### src/rtl/core/wcic_pkg.sv
package wcic_pkg;

  localparam int TAPS      = 3;
  localparam int NCOEF     = 8;
  localparam int SAMPLE_W  = 24;
  localparam int COEF_W    = 16;
  localparam int CFG_IDX_W = 3;
  localparam int PROD_W    = SAMPLE_W + COEF_W;
  localparam int SUM_W     = 42;
  // one bit of headroom: the exact sum stays within [-2^41, 2^41]
  localparam int ACC_W     = SUM_W + 1;
  localparam int COUNT_W   = 32;

  localparam int HIST_N     = (TAPS > 1) ? TAPS - 1 : 1;
  localparam int HIST_IDX_W = (HIST_N > 1) ? $clog2(HIST_N) : 1;
  localparam int FILL_W     = (TAPS > 1) ? $clog2(TAPS) : 1;

  typedef logic signed [SAMPLE_W-1:0] sample_t;
  typedef logic signed [COEF_W-1:0]   coef_t;
  typedef logic signed [PROD_W-1:0]   prod_t;
  typedef logic signed [ACC_W-1:0]    acc_t;
  typedef logic signed [SUM_W-1:0]    sum_t;
  typedef logic [COUNT_W-1:0]         count_t;
  typedef logic [CFG_IDX_W-1:0]       cfg_idx_t;

  typedef coef_t   [NCOEF-1:0] coef_bank_t;
  typedef sample_t [TAPS-1:0]  window_t;
  typedef prod_t   [TAPS-1:0]  prod_vec_t;

endpackage

### src/rtl/core/wcic_sample_if.sv
interface wcic_sample_if;
  logic              valid;
  logic              ready;
  wcic_pkg::sample_t sample;

  modport source (output valid, output sample, input ready);
  modport sink (input valid, input sample, output ready);
endinterface

### src/rtl/core/wcic_result_if.sv
interface wcic_result_if;
  logic             valid;
  logic             ready;
  wcic_pkg::sum_t   window_sum;
  wcic_pkg::count_t increase_count;

  modport source (output valid, output window_sum, output increase_count, input ready);
  modport sink (input valid, input window_sum, input increase_count, output ready);
endinterface

### src/rtl/core/wcic_cfg.sv
module wcic_cfg (
  input  logic                  clk,
  input  logic                  rst,
  input  logic                  cfg_we,
  input  wcic_pkg::cfg_idx_t    cfg_index,
  input  wcic_pkg::coef_t       cfg_data,
  output wcic_pkg::coef_bank_t  coefs
);

  always_ff @(posedge clk) begin
    if (rst) begin
      for (int k = 0; k < wcic_pkg::NCOEF; k++) begin
        coefs[k] <= wcic_pkg::coef_t'(1);
      end
    end else if (cfg_we) begin
      coefs[cfg_index] <= cfg_data;
    end
  end

endmodule

### src/rtl/core/wcic_window.sv
module wcic_window (
  input  logic                clk,
  input  logic                rst,
  wcic_sample_if.sink         smp,
  output logic                win_valid,
  output wcic_pkg::window_t   win,
  input  logic                win_ready
);

  logic                        take;
  logic                        full;
  logic [wcic_pkg::FILL_W-1:0] fill;
  wcic_pkg::window_t           win_next;

  assign smp.ready = !win_valid || win_ready;
  assign take      = smp.valid && smp.ready;
  assign full      = (fill == wcic_pkg::FILL_W'(wcic_pkg::TAPS - 1));

  if (wcic_pkg::TAPS > 1) begin : g_hist
    wcic_pkg::sample_t hist [wcic_pkg::HIST_N];

    always_ff @(posedge clk) begin
      if (take) begin
        if (full) begin
          for (int k = 0; k < wcic_pkg::HIST_N - 1; k++) begin
            hist[k] <= hist[k+1];
          end
          hist[wcic_pkg::HIST_N-1] <= smp.sample;
        end else begin
          hist[fill[wcic_pkg::HIST_IDX_W-1:0]] <= smp.sample;
        end
      end
    end

    always_comb begin
      for (int k = 0; k < wcic_pkg::TAPS - 1; k++) begin
        win_next[k] = hist[k];
      end
      win_next[wcic_pkg::TAPS-1] = smp.sample;
    end
  end else begin : g_single
    assign win_next[0] = smp.sample;
  end

  always_ff @(posedge clk) begin
    if (rst) begin
      fill      <= '0;
      win_valid <= 1'b0;
    end else begin
      if (take && !full) begin
        fill <= fill + wcic_pkg::FILL_W'(1);
      end
      if (smp.ready) begin
        win_valid <= take && full;
      end
    end
  end

  always_ff @(posedge clk) begin
    if (take && full) begin
      win <= win_next;
    end
  end

endmodule

### src/rtl/core/wcic_mac.sv
module wcic_mac (
  input  logic                  clk,
  input  logic                  rst,
  input  wcic_pkg::coef_bank_t  coefs,
  input  logic                  win_valid,
  input  wcic_pkg::window_t     win,
  output logic                  win_ready,
  output logic                  sum_valid,
  output wcic_pkg::sum_t        sum,
  input  logic                  sum_ready
);

  logic                  prod_valid;
  logic                  prod_ready;
  wcic_pkg::prod_vec_t   prods;
  wcic_pkg::prod_vec_t   prods_next;
  wcic_pkg::acc_t        acc;
  wcic_pkg::sum_t        sum_next;

  assign prod_ready = !sum_valid || sum_ready;
  assign win_ready  = !prod_valid || prod_ready;

  always_comb begin
    for (int k = 0; k < wcic_pkg::TAPS; k++) begin
      prods_next[k] = wcic_pkg::prod_t'($signed(win[k])) *
                      wcic_pkg::prod_t'($signed(coefs[k]));
    end
  end

  always_comb begin
    acc = '0;
    for (int k = 0; k < wcic_pkg::TAPS; k++) begin
      acc = acc + wcic_pkg::acc_t'($signed(prods[k]));
    end
    // only +2^41 can overflow; the top two bits disagree exactly then
    if (acc[wcic_pkg::ACC_W-1] != acc[wcic_pkg::SUM_W-1]) begin
      sum_next = acc[wcic_pkg::ACC_W-1] ? {1'b1, {(wcic_pkg::SUM_W-1){1'b0}}}
                                        : {1'b0, {(wcic_pkg::SUM_W-1){1'b1}}};
    end else begin
      sum_next = acc[wcic_pkg::SUM_W-1:0];
    end
  end

  always_ff @(posedge clk) begin
    if (rst) begin
      prod_valid <= 1'b0;
      sum_valid  <= 1'b0;
    end else begin
      if (win_ready) begin
        prod_valid <= win_valid;
      end
      if (prod_ready) begin
        sum_valid <= prod_valid;
      end
    end
  end

  always_ff @(posedge clk) begin
    if (win_ready && win_valid) begin
      prods <= prods_next;
    end
    if (prod_ready && prod_valid) begin
      sum <= sum_next;
    end
  end

endmodule

### src/rtl/core/wcic_count.sv
module wcic_count (
  input  logic            clk,
  input  logic            rst,
  input  logic            sum_valid,
  input  wcic_pkg::sum_t  sum,
  output logic            sum_ready,
  wcic_result_if.source   res
);

  logic             take;
  logic             have_prev;
  logic             bump;
  wcic_pkg::sum_t   prev_sum;
  wcic_pkg::count_t count;
  wcic_pkg::count_t count_next;

  assign sum_ready  = !res.valid || res.ready;
  assign take       = sum_valid && sum_ready;
  assign bump       = have_prev && (sum > prev_sum) && (count != '1);
  assign count_next = bump ? count + wcic_pkg::count_t'(1) : count;

  always_ff @(posedge clk) begin
    if (rst) begin
      have_prev <= 1'b0;
      count     <= '0;
      res.valid <= 1'b0;
    end else begin
      if (take) begin
        have_prev <= 1'b1;
        count     <= count_next;
      end
      if (sum_ready) begin
        res.valid <= sum_valid;
      end
    end
  end

  always_ff @(posedge clk) begin
    if (take) begin
      prev_sum           <= sum;
      res.window_sum     <= sum;
      res.increase_count <= count_next;
    end
  end

endmodule

### src/rtl/core/window_correlator_increase_count_core.sv
// channel  dir  handshake          payload
// smp      in   valid/ready        sample (24b signed)
// res      out  valid/ready        window_sum (42b signed), increase_count (32b)
// cfg      in   cfg_we, no ready   cfg_index (3b), cfg_data (16b coef)
//
// One sample per cycle sustained while res is not stalled; the four-stage
// pipeline (window register, multipliers, adder tree with saturation,
// compare/count register) registers each accepted sample's result on res.
// The first TAPS-1 samples after reset only fill the history and give no result.
// Synchronous reset clears the history fill, the count and all valid bits;
// coefficients reset to 1. A stall on res backs up stage by stage, so
// requests keep being taken while any stage holds a bubble.
module window_correlator_increase_count_core (
  input  logic               clk,
  input  logic               rst,
  input  logic               cfg_we,
  input  wcic_pkg::cfg_idx_t cfg_index,
  input  wcic_pkg::coef_t    cfg_data,
  wcic_sample_if.sink        smp,
  wcic_result_if.source      res
);

  wcic_pkg::coef_bank_t coefs;
  logic                 win_valid;
  logic                 win_ready;
  wcic_pkg::window_t    win;
  logic                 sum_valid;
  logic                 sum_ready;
  wcic_pkg::sum_t       sum;

  wcic_cfg u_cfg (
    .clk       (clk),
    .rst       (rst),
    .cfg_we    (cfg_we),
    .cfg_index (cfg_index),
    .cfg_data  (cfg_data),
    .coefs     (coefs)
  );

  wcic_window u_window (
    .clk       (clk),
    .rst       (rst),
    .smp       (smp),
    .win_valid (win_valid),
    .win       (win),
    .win_ready (win_ready)
  );

  wcic_mac u_mac (
    .clk       (clk),
    .rst       (rst),
    .coefs     (coefs),
    .win_valid (win_valid),
    .win       (win),
    .win_ready (win_ready),
    .sum_valid (sum_valid),
    .sum       (sum),
    .sum_ready (sum_ready)
  );

  wcic_count u_count (
    .clk       (clk),
    .rst       (rst),
    .sum_valid (sum_valid),
    .sum       (sum),
    .sum_ready (sum_ready),
    .res       (res)
  );

endmodule
### src/flat_wrapper.sv
// flat-port wrapper written by rule: the top's interface ports become plain ports
module window_correlator_increase_count_core_flat 
  (clk, rst, cfg_we, cfg_index, cfg_data, smp_valid, smp_sample, smp_ready, res_valid, res_window_sum, res_increase_count, res_ready);
  wcic_sample_if smp_i ();
  wcic_result_if res_i ();
  input  logic clk;
  input  logic rst;
  input  logic cfg_we;
  input  wcic_pkg::cfg_idx_t cfg_index;
  input  wcic_pkg::coef_t cfg_data;
  input wire logic [$bits(smp_i.valid)-1:0] smp_valid;
  input wire logic [$bits(smp_i.sample)-1:0] smp_sample;
  output wire logic [$bits(smp_i.ready)-1:0] smp_ready;
  output wire logic [$bits(res_i.valid)-1:0] res_valid;
  output wire logic [$bits(res_i.window_sum)-1:0] res_window_sum;
  output wire logic [$bits(res_i.increase_count)-1:0] res_increase_count;
  input wire logic [$bits(res_i.ready)-1:0] res_ready;
  assign smp_i.valid = smp_valid;
  assign smp_i.sample = smp_sample;
  assign smp_ready = smp_i.ready;
  assign res_valid = res_i.valid;
  assign res_window_sum = res_i.window_sum;
  assign res_increase_count = res_i.increase_count;
  assign res_i.ready = res_ready;
  window_correlator_increase_count_core u_core (.clk(clk), .rst(rst), .cfg_we(cfg_we), .cfg_index(cfg_index), .cfg_data(cfg_data), .smp(smp_i), .res(res_i));
endmodule
### config.mk
export PLATFORM = sky130hd
export DESIGN_NAME = window_correlator_increase_count_core_flat
export DESIGN_NICKNAME = d
export VERILOG_FILES = /design/src/rtl/core/wcic_pkg.sv /design/src/rtl/core/wcic_sample_if.sv /design/src/rtl/core/wcic_result_if.sv /design/src/rtl/core/wcic_cfg.sv /design/src/rtl/core/wcic_window.sv /design/src/rtl/core/wcic_mac.sv /design/src/rtl/core/wcic_count.sv /design/src/rtl/core/window_correlator_increase_count_core.sv /design/src/flat_wrapper.sv
export SDC_FILE = /design/constraint.sdc
export NUM_CORES = 2
export LEC_CHECK = 0
export ABC_AREA = 1
export BUFFER_PORTS_ARGS = -buffer_cell sky130_fd_sc_hd__buf_2
export CAP_MARGIN = 0
export CELL_PAD_IN_SITES_DETAIL_PLACEMENT = 1
export CELL_PAD_IN_SITES_GLOBAL_PLACEMENT = 2
export CORE_MARGIN = 8
export CORE_UTILIZATION = 45
export CTS_CLUSTER_SIZE = 10
export DETAILED_ROUTE_END_ITERATION = 7
export GPL_TIMING_DRIVEN = 0
export PLACE_DENSITY_LB_ADDON = 0.05
export SYNTH_ARGS = -nofsm -noshare
export SYNTH_HDL_FRONTEND = slang
export SYNTH_SLANG_ARGS = --single-unit
export TNS_END_PERCENT = 100
### constraint.sdc
create_clock -name clk -period 19.02 [get_ports clk]
set_clock_uncertainty 0.05 [all_clocks]
set_input_delay 1.902 -clock clk [delete_from_list [all_inputs] [get_ports clk]]
set_output_delay 1.902 -clock clk [all_outputs]
set_load 0.01 [all_outputs]
==> results.txt <==
The fraction of post-synthesis cell area in the top cell type by area works out to 36.62%. Max-cap violations in this run came to 0. The first-pass GRT wire length is 337.8 mm, and the critical path data required time is 19.31 ns.

The logs give 80 for the maximum number of pins on one net before global-route repair and 30.50% for the headroom to the max-slew limit. The CTS root buffer was sky130_fd_sc_hd__clkbuf_16. Startpoint of the worst hold path: u_core.u_window.g_hist.hist[0][21].

The internal power of the cells totals 0.002491 W. Along the worst path, the maximum fanout reaches 10. Using the TritonRoute via totals, the vias-per-cell ratio works out to 5.141. Once detail routing completed, the nets flagged for antenna violations numbered 0.

The final critical path time including I/O delays and setup is 7.825 ns. Number of endpoints with negative hold slack in the final report: 0. The core area was 140,900 um2; the adder-cell share of the synthesized area was 44.06%. The logs give 0.002165 W for the reported net switching power and 0 for the remaining global-route overflow. Most common library cell in the layout ignoring fill and taps: sky130_fd_sc_hd__inv_1. In the layout the commonest cells are sky130_fd_sc_hd__inv_1 (2,072), sky130_fd_sc_hd__nand2_1 (1,614), sky130_fd_sc_hd__fa_1 (1,163), sky130_fd_sc_hd__nor2_1 (440), sky130_fd_sc_hd__ha_1 (378). The part of the power in registers was 25.9%; the depth of the worst register-to-register path was 18. Initial detailed-routing violation count: 2,938. The logs give 0 for the count of yosys warnings during synthesis and 9,028 for the net count of the mapped netlist. The setup path with the least slack is of type reg2reg.

The run gives 0 as the DRC violations left. The main combinational cell family by area after synthesis was adder cells. The simple-gate share of the synthesized area was 14.50%. STA classifies the critical path startpoint as a flip-flop. Of the total power, the clock network draws 21.8%.

The distinct cell type count after synthesis was 46; the number of top-level pins was 124. Average detailed-routed wire length per instance: 23.19 um. Counting every sink on the clock net gives 443. The max-slew violation count came out at 0.

In this run, the combinational gates consume 52.4% of the power. In this run, synthesis produced a sequential element count of 443. The floorplan has 138 rows. The floorplan step set the die width to 391.9 um.

In this run the cell area measured after placement is 66,740 um2. The tools report the maximum operating frequency as 0.1278 GHz. Detailed placement finished with a half-perimeter wire length of 189.6 mm. Startpoint of the worst register-to-register path: u_core.u_cfg.coefs[36]. The layout overhead on the synthesized area was 7.606%; the overall die area was 153,600 um2. Worst-case register-to-register setup slack: 11.19 ns. The path class of the tightest hold or removal check is reg2reg.

Once the floorplan was initialized, standard cells occupied 45.13% of the core. The synthesized area divided by synthesized cell count is 8.547 um2, and the via count is 49,140. In this run the vertical extent of the chip is 391.9 um. Data arrives at the worst endpoint at 8.11 ns. Setup violations remaining at the end of the flow were counted as 0. The count of input and output buffers was 123. The run gives 35.56 nW as the leakage power figure. By area the synthesized netlist is led by sky130_fd_sc_hd__fa_1 (37%), sky130_fd_sc_hd__edfxtp_1 (17%), sky130_fd_sc_hd__inv_1 (12%), sky130_fd_sc_hd__nand2_1 (9.5%), sky130_fd_sc_hd__ha_1 (7.4%).

Summing the areas of all xor and xnor instances in the mapped netlist gives 2.783% of the synthesized area. The completed layout was analyzed and its total power is 0.004656 W. Summing the sequential cell areas from Yosys gives 19.55% of the chip area.

Clock-pin slew was measured on the worst setup and hold paths at 0.06 ns. The mapped netlist covers 63,580 um2. In the global route stage, overall resource usage came out at 29.26%.

Of the available clock period, the critical path in the final layout requires 41.14%. At the pin with the least slew margin, the transition time is 1.042 ns. The aggregate negative setup slack is 0 ns, and the CTS H-tree depth is 2. The synthesized netlist cell count came out at 7,439.

STA classifies the critical path endpoint as a flip-flop. The finished cells cover 68,420 um2. The via count of the first global-routing pass is 54,950, and the detailed-router iteration count before antenna repair is 5.

TritonCTS built the clock tree. For the buffer count from post-CTS setup fixing, the log shows 0. The worst hold slack across all endpoints was 0.3459 ns; the share of the synthesized area in compound gates (AO/OA/AOI/OAI) was 4.591%. The number of antenna violations at the first check in global routing was 12. The final layout contains routed wiring with a total length of 221.7 mm. The biggest area contributor in the post-synthesis netlist is sky130_fd_sc_hd__fa_1. IR analysis of the VDD net gives a maximum drop of 0.07297 mV. The flow ran to the end, and the final reports show no timing, DRC or antenna violations. Number of gates resized after cts: 0.

The tools report the final core utilization as 48.56%. For this design the ratio of total power to cell area is 68.06 nW/um2. The worst hold path terminates at u_core.u_window.win[21]. The cell depth of the worst min-delay path was 0. The final layout contains 9,212 nets. Clock latency on the worst-skew pair, taken at its later pin, is 0.66 ns.

TritonCTS created 53 clock buffers. Setup repair after global routing left no endpoint under its margin. In this run switching power makes up 46.50% of total power. Global placer's final weighted congestion: 0.9251. The clock passes through at most 3 buffers. In this run, post-CTS hold repair placed 0 buffers.

Of the cells placed in the final design, the portion with a size suffix greater than 1 is 3.574%. Multiplexer cells account for 0.4251% of the synthesized area. The endpoint identified for the worst register-to-register timing path is u_core.u_mac.prods[112].
[routing by layer]
metal | share of wire [%] | wire (um) | vias to the layer above | global-route usage, %
li1 | - | - | 22140 | -
met1 | 43 | 95090 | 25410 | 38.86
met2 | 47 | 105100 | 1245 | 49.28
met3 | 5.3 | 11730 | 341 | 3.704
met4 | 4.4 | 9788 | 6 | 10.74
met5 | 0.018 | 40 | - | 0
[through the flow]
stage	std cells	setup slack (ns)
after floorplan	7439	12.96
after global placement	9452	9.096
after detailed placement	9458	11.28
after CTS	9557	11.30
after global routing	9557	10.96
final	9559	11.19
[critical path, cell delays in order, from the launching register on]
cell,delay [ns]
sky130_fd_sc_hd__dfxtp_1,0.31
sky130_fd_sc_hd__clkbuf_1,0.47
sky130_fd_sc_hd__clkbuf_1,0.69
sky130_fd_sc_hd__nand2_1,0.31
sky130_fd_sc_hd__fa_1,0.61
sky130_fd_sc_hd__inv_1,0.07
sky130_fd_sc_hd__fa_1,0.86
sky130_fd_sc_hd__fa_1,0.55
sky130_fd_sc_hd__fa_1,0.58
sky130_fd_sc_hd__fa_1,0.43
sky130_fd_sc_hd__fa_1,0.47
sky130_fd_sc_hd__ha_1,0.44
sky130_fd_sc_hd__nand2_1,0.11
sky130_fd_sc_hd__nor2_1,0.15
sky130_fd_sc_hd__inv_1,0.10
sky130_fd_sc_hd__nor2_1,0.15
sky130_fd_sc_hd__nand2_1,0.07
sky130_fd_sc_hd__o21ai_0,0.42
sky130_fd_sc_hd__xor2_1,0.67
[sequential cells by signal, summed over array words and instances (netlist names)]
name,count
u_core.u_count.prev_sum,42
u_core.u_window.fill,2
u_core.u_window.g_hist.hist,48
u_core.u_cfg.coefs,48
u_core.u_count.count,32
u_core.u_window.win_valid,1
u_core.u_count.res.valid,1
u_core.u_mac.sum_valid,1
u_core.u_mac.sum,42
u_core.u_mac.prods,120
u_core.u_count.have_prev,1
u_core.u_count.res.increase_count,32
u_core.u_mac.prod_valid,1
u_core.u_window.win,72
[area by class of cell]
type                            instances  area [um2]
Antenna cell                            2       5.005
Buffer                                300        1162
Clock buffer                           92        1544
Clock inverter                          7       127.6
Fill cell                           16900       72480
Inverter                             2079        7806
Multi-Input combinational cell       4617       42220
Sequential cell                       443       12430
Tap cell                             1890        2365
Timing Repair Buffer                  129       758.2
[worst max-delay path by stage]
| stage | from | to | slack, ns | cells after the start |
|---|---|---|---|---|
| CTS | u_core.u_cfg.coefs[36] | u_core.u_mac.prods[112] | 11.30 | 18 |
| global route | u_core.u_cfg.coefs[36] | u_core.u_mac.prods[116] | 10.96 | 18 |
| global placement | res_ready | u_core.u_window.win_valid | 9.10 | 13 |
| finish | u_core.u_cfg.coefs[36] | u_core.u_mac.prods[112] | 11.19 | 18 |
| detailed placement | u_core.u_cfg.coefs[36] | u_core.u_mac.prods[112] | 11.28 | 18 |
| floorplan | res_ready | u_core.u_window.win[0] | 12.96 | 10 |
[power by group through the flow]
stage | Sequential [W] | Combinational [W] | Clock (W)
floorplan | 0.00120 | 0.00147 | 0
global placement | 0.00123 | 0.00237 | 0
detailed placement | 0.00122 | 0.00241 | 0
CTS | 0.00120 | 0.00243 | 0.00103
global route | 0.00121 | 0.00268 | 0.00106
finish | 0.00120 | 0.00244 | 0.00101
[synthesized netlist by cell type, drive strengths merged]
| cell type | n |
|---|---|
| nor2 | 447 |
| a211oi | 1 |
| a21o | 26 |
| or2 | 18 |
| o211a | 1 |
| o21a | 13 |
| a31o | 1 |
| clkinv | 1 |
| fa | 1163 |
| o2111ai | 1 |
| xor2 | 152 |
| o221ai | 12 |
| nand4 | 36 |
| o21bai | 16 |
| clkbuf | 282 |
| nor4 | 22 |
| dfxtp | 87 |
| edfxtp | 356 |
| buf | 18 |
| and2 | 2 |
| o21ai | 171 |
| a21boi | 8 |
| nor3 | 29 |
| nand3b | 3 |
| nand3 | 147 |
| xnor2 | 50 |
| ha | 378 |
| o211ai | 5 |
| inv | 2078 |
| a31oi | 44 |
| a21oi | 224 |
| mux2 | 24 |
| nand2 | 1619 |
| a221oi | 1 |
| and3 | 3 |
[logic make-up (layout without fill, tap and decap cells)]
| family | count (synthesis) | count (layout) |
|---|---|---|
| multiplexers | 24 | 24 |
| flip-flops | 443 | 443 |
| buffers and inverters | 2379 | 2607 |
| XOR/XNOR | 202 | 202 |
| adder cells (fa/ha/maj) | 1541 | 1541 |
| other | 0 | 2 |
| AO/OA/AOI/OAI | 524 | 524 |
| AND/OR/NAND/NOR | 2326 | 2326 |
(Power assumes the default switching activity.)
